### src/rtl/sorted_int_table_unit_assert.svh
// Assertion macros for the sorted integer table top level.
`ifndef SORTED_INT_TABLE_UNIT_ASSERT_SVH
`define SORTED_INT_TABLE_UNIT_ASSERT_SVH

// Checked only while the block is out of reset.
`define SIT_ASSERT(lbl, prop, msg) \
  lbl: assert property (@(posedge clk) disable iff (!rst_n) prop) else $error(msg);

// Checked at every clock edge, reset included.
`define SIT_ASSERT_ALWAYS(lbl, prop, msg) \
  lbl: assert property (@(posedge clk) prop) else $error(msg);

`endif

### src/rtl/sit_pkg.sv
// Shared types and constants for the sorted integer table.
package sit_pkg;

  // Default sizes of the table.
  localparam int DEPTH_DEF   = 256;
  localparam int VALUE_W_DEF = 32;

  // Field widths fixed by the request and result formats.
  localparam int REQ_W    = 3;
  localparam int STATUS_W = 2;

  // Request codes.
  localparam logic [REQ_W-1:0] REQ_FIND     = 3'd0;
  localparam logic [REQ_W-1:0] REQ_FIRST_GE = 3'd1;
  localparam logic [REQ_W-1:0] REQ_FIRST_GT = 3'd2;
  localparam logic [REQ_W-1:0] REQ_SORT_INS = 3'd3;
  localparam logic [REQ_W-1:0] REQ_INS_AT   = 3'd4;
  localparam logic [REQ_W-1:0] REQ_REM_AT   = 3'd5;

  // Status codes.
  localparam logic [STATUS_W-1:0] ST_OK      = 2'd0;
  localparam logic [STATUS_W-1:0] ST_DUP     = 2'd1;
  localparam logic [STATUS_W-1:0] ST_BAD_POS = 2'd2;
  localparam logic [STATUS_W-1:0] ST_FULL    = 2'd3;

  // Sequencer states.
  typedef enum logic [1:0] {
    S_IDLE,
    S_COMPARE,
    S_SEARCH,
    S_FINISH
  } state_t;

  // Per-cycle commands broadcast to every cell.
  typedef struct packed {
    logic cmp;  // latch compare flags against the key
    logic ins;  // open a slot at the target position and write the key
    logic rem;  // close the slot at the target position
  } cell_ctl_t;

endpackage

### src/rtl/sit_cell.sv
// One table cell: holds one entry, shifts with its neighbors, compares against the key.
module sit_cell #(
  parameter int CELL_IDX    = 0,
  parameter int VALUE_WIDTH = sit_pkg::VALUE_W_DEF,
  parameter int IDX_W       = 9
) (
  input  logic                          clk,
  input  sit_pkg::cell_ctl_t            ctl,
  input  logic signed [VALUE_WIDTH-1:0] key,
  input  logic [IDX_W-1:0]              pos,
  input  logic signed [VALUE_WIDTH-1:0] left_val,
  input  logic signed [VALUE_WIDTH-1:0] right_val,
  output logic signed [VALUE_WIDTH-1:0] entry_val,
  output logic                          lt_flag,
  output logic                          eq_flag
);
  import sit_pkg::*;

  localparam logic [IDX_W-1:0] MY_IDX = IDX_W'(CELL_IDX);

  logic signed [VALUE_WIDTH-1:0] entry_r;
  logic signed [VALUE_WIDTH-1:0] entry_nxt;
  logic                          lt_r;
  logic                          eq_r;

  // Insert moves the tail one place right, remove one place left.
  always_comb begin
    entry_nxt = entry_r;
    if (ctl.ins) begin
      if (MY_IDX == pos) begin
        entry_nxt = key;
      end else if (MY_IDX > pos) begin
        entry_nxt = left_val;
      end
    end else if (ctl.rem) begin
      if (MY_IDX >= pos) begin
        entry_nxt = right_val;
      end
    end
  end

  // Entry and compare flags are payload and need no reset.
  always_ff @(posedge clk) begin
    entry_r <= entry_nxt;
    if (ctl.cmp) begin
      lt_r <= (entry_r < key);
      eq_r <= (entry_r == key);
    end
  end

  assign entry_val = entry_r;
  assign lt_flag   = lt_r;
  assign eq_flag   = eq_r;

endmodule

### config.mk
export PLATFORM = sky130hd
export DESIGN_NAME = sit_cell
export DESIGN_NICKNAME = d
export VERILOG_FILES = /design/src/rtl/sorted_int_table_unit_assert.svh /design/src/rtl/sit_pkg.sv /design/src/rtl/sit_cell.sv
export SDC_FILE = /design/constraint.sdc
export NUM_CORES = 1
export LEC_CHECK = 0
export BUFFER_PORTS_ARGS = -buffer_cell sky130_fd_sc_hd__buf_2
export CAP_MARGIN = 20
export CORE_ASPECT_RATIO = 0.75
export CORE_MARGIN = 2
export CORE_UTILIZATION = 35
export DETAILED_ROUTE_END_ITERATION = 16
export GPL_ROUTABILITY_DRIVEN = 0
export GPL_TIMING_DRIVEN = 0
export RECOVER_POWER = 25
export REMOVE_ABC_BUFFERS = 1
export SYNTH_ARGS = -nofsm -noshare
export SYNTH_HDL_FRONTEND = slang
export SYNTH_SLANG_ARGS = --single-unit
### constraint.sdc
create_clock -name clk -period 7 [get_ports clk]
set_input_delay 0.7 -clock clk [delete_from_list [all_inputs] [get_ports clk]]
set_output_delay 0.7 -clock clk [all_outputs]
set_load 0.03 [all_outputs]
==> metrics.md <==
| Metric | Value |
|---|---|
| Rel. slew slack | `50.8%` |
| Clock latency on the worst-skew pair | `280 ps` |
| Synth Area in Simple Gates | `17.1%` |
| First-pass GRT wire length | `10.4 mm` |
| Hold Fails Final Rpt | `0` |
| Achievable frequency | `357 MHz` |
| Peak VDD IR | `0.0730 mV` |
| Routed len/inst | `12.4 microns` |
| Tcrit/Tclk final | `40.0%` |
| Share of power burned in registers | `49.0%` |
| Routed Antenna Nets | `0` |
| Switching share of power | `26.2%` |
| Comb pwr share | `20.6%` |
| Most common cell in the netlist | `a21oi_2` |
| Overflow after GRT | `0` |
| Post-synthesis mux area share | `0.356%` |
| Critical Path Start Type | `primary input` |
| Number of max-cap violations | `0` |
| RSZ-0062 raised after global routing | `false` |
| Largest family of logic cells by synthesized area | `compound AO/OA/AOI/OAI gates` |
| # IOs | `143` |
| Synth area leaders | `edfxtp_1 (36%), a21oi_2 (17%), ha_1 (14%), nor2_2 (5.8%), nor2_1 (5.6%)` |
| Residual DRC count | `0` |
| Clock buffers created by TritonCTS | `5` |
| Crit path max-delay cell type | `nor2_4` |
| Placeable core region | `7850 sq um` |
| P&R area growth vs syn | `30.8%` |
| Post-CTS Hold Buffers | `0` |
| Distinct cells, synth | `30` |
| Row cnt | `28` |
| Post-synth ARST share | `0%` |
| CTS tree | `yes` |
| H-tree depth | `2` |
| # setup viols final | `0` |
| Initial antenna violation count | `0` |
| Total track usage | `15.1%` |
| Avg Vias per Cell | `4.63` |
| Dominant cell type by area after synthesis | `edfxtp_1` |
| Share of cells above drive strength 1 | `49.4%` |
| Post-synth top cells | `a21oi_2 (56), nor2_1 (42), edfxtp_1 (34), ha_1 (32), inv_1 (32)` |
| Pin count of the biggest net entering global routing | `35` |
| YS warnings | `0` |
| Initial core utilization | `35.9%` |
| Net Switching | `121 uW` |
| Post-cts resize count | `0` |
| Setup bufs post-CTS | `0` |
| Crit end category | `flip-flop` |
| Yosys reg bits | `34` |
| Lkg Pwr | `1.65 nW` |
| Worst Tran Pin Value | `738 ps` |
| Vias in the first global route | `2263` |
| R2R setup slack | `4910 ps` |
| Synthesized cell area | `2820 sq um` |
| Critical Path, Cell by Cell | `buf_2 > nor4_2 > nand3_4 > buf_12 > nor2_4 > buf_16` |
| Xor/xnor share of the synthesized area | `0%` |
| Layout net count | `573` |
| CP top delay family | `simple AND/OR/NAND/NOR gates` |
| Kind of critical path | `in2reg` |
| Pint | `341 uW` |
| Design Power | `462 uW` |
| Adder-Cell Fraction of Synth Area | `14.2%` |
| Pwr dens | `126 nW/um^2` |
| Clock network power share | `30.5%` |
| Post-DP HPWL | `5.51 mm` |
| Die span in x | `108 microns` |
| Min-Delay Path Class | `in2reg` |
| Clock slew at reported path FFs | `70 ps` |
| Post-Synthesis Cells | `293` |
| Status | `completed` |
| Worst EP arrival | `2790 ps` |
| Synth top area share | `36.3%` |
| Max Slew Vio Count | `0` |
| Bufs and invs on worst path | `3` |
| CP required | `6990 ps` |
| Root buf cell | `clkbuf_8` |
| Chip Height | `81.7 microns` |
| Tmin final | `2800 ps` |
| Setup tns final | `0 ps` |
| Routed WL | `6.69 mm` |
| Seq/Total Area, Yosys | `36.3%` |
| Main flop type after synthesis | `edfxtp_1` |
| Die area | `8780 sq um` |
| CP max FO | `34` |
| Compound-Gate Fraction of Synth Area | `24.2%` |
| EDFF count, synth | `34` |
| Max stage delay on crit path | `500 ps` |
| Bufs on Longest Clock Path | `2` |
| Initial DRC count | `95` |
| DR vias | `2493` |
| Sink Count | `34` |
| IO Port Bufs | `142` |
| Clock Skew | `2.66 ps` |
| Antenna diode count | `0` |
| Syn avg cell area | `9.61 sq um` |
| Drt first pass iters | `4` |
==> layout make-up <==
| class | instances | area, sq um |
|---|---|---|
| Sequential cell | 34 | 1020 |
| Timing Repair Buffer | 145 | 748 |
| Inverter | 32 | 120 |
| Clock buffer | 6 | 72.6 |
| Fill cell | 799 | 4170 |
| Multi-Input combinational cell | 214 | 1580 |
| Clock inverter | 2 | 8.76 |
| Tap cell | 105 | 131 |
==> sequential cells by signal (all words and copies together) (netlist names) <==
name	flops
entry_val	32
lt_flag	1
eq_flag	1
==> power by group through the flow <==
stage / combinational, mW / sequential [mW] / clock (mW)
detailed placement: 0.0962 / 0.231 / 0
global route: 0.108 / 0.226 / 0.154
CTS: 0.0968 / 0.226 / 0.150
global placement: 0.0928 / 0.231 / 0
floorplan: 0.0461 / 0.233 / 0
finish: 0.0950 / 0.226 / 0.141
==> layout by cell type, fill, tap and decap left out <==
cell / Yosys / layout
a211oi_1: 1 / 1
a21boi_0: 1 / 1
a21o_1: 2 / 2
a21oi_1: 19 / 19
a21oi_2: 56 / 56
a221o_1: 1 / 1
a221oi_1: 1 / 1
buf_12: 0 / 2
buf_16: 0 / 1
buf_2: 0 / 118
clkbuf_1: 7 / 25
clkbuf_8: 3 / 5
clkinv_1: 0 / 1
clkinv_2: 0 / 1
edfxtp_1: 34 / 34
ha_1: 32 / 32
inv_1: 32 / 32
mux2i_1: 1 / 1
nand2_1: 7 / 7
nand3_1: 2 / 2
nand3_4: 1 / 1
nand4_1: 7 / 7
nor2_1: 42 / 41
nor2_2: 26 / 26
nor2_4: 2 / 3
nor2b_1: 1 / 1
nor3_1: 2 / 2
nor4_1: 2 / 2
nor4_2: 1 / 1
o2111ai_1: 1 / 1
o211ai_1: 1 / 1
o21ai_0: 3 / 3
o22ai_1: 1 / 1
o31a_1: 1 / 1
==> per-layer routing <==
| layer | wire length [microns] | GRT usage [%] |
|---|---|---|
| met5 | 0 | 0 |
| met4 | 35 | 3.46 |
| met3 | 555 | 3.97 |
| met2 | 2780 | 23.6 |
| met1 | 3310 | 21.1 |
==> cell families (layout without fill, tap and decap cells) <==
family          after synthesis  in the layout
simple gates                 93             93
fa+ha+maj                    32             32
flops                        34             34
buf+inv                      45            185
mux                           1              1
compound gates               88             88
==> metrics by stage <==
| stage | worst slack [ps] | cell area [sq um] | hold WS (ps) | cells | util, % |
|---|---|---|---|---|---|
| 6_report | 4200 | 3680 | 668 | 538 | 46.9 |
| 4_1_cts | 4180 | 3710 | 618 | 538 | 47.3 |
| 5_1_grt | 3990 | 3680 | 659 | 538 | 46.9 |
| 3_5_place_dp | 3870 | 3630 | 791 | 530 | 46.3 |
| 2_1_floorplan | 3130 | 2710 | 812 | 280 | - |
| 3_3_place_gp | 1970 | 3560 | 766 | 527 | 45.3 |
==> final timing paths <==
path | start | end | cells past startpoint
worst min register to register | entry_val[2] | eq_flag | 3
worst min-delay path | ctl[2] | lt_flag | 1
worst max-delay path | pos[5] | entry_val[19] | 6
worst max register to register | entry_val[13] | lt_flag | 6
Power figures use the tool's default switching activity.
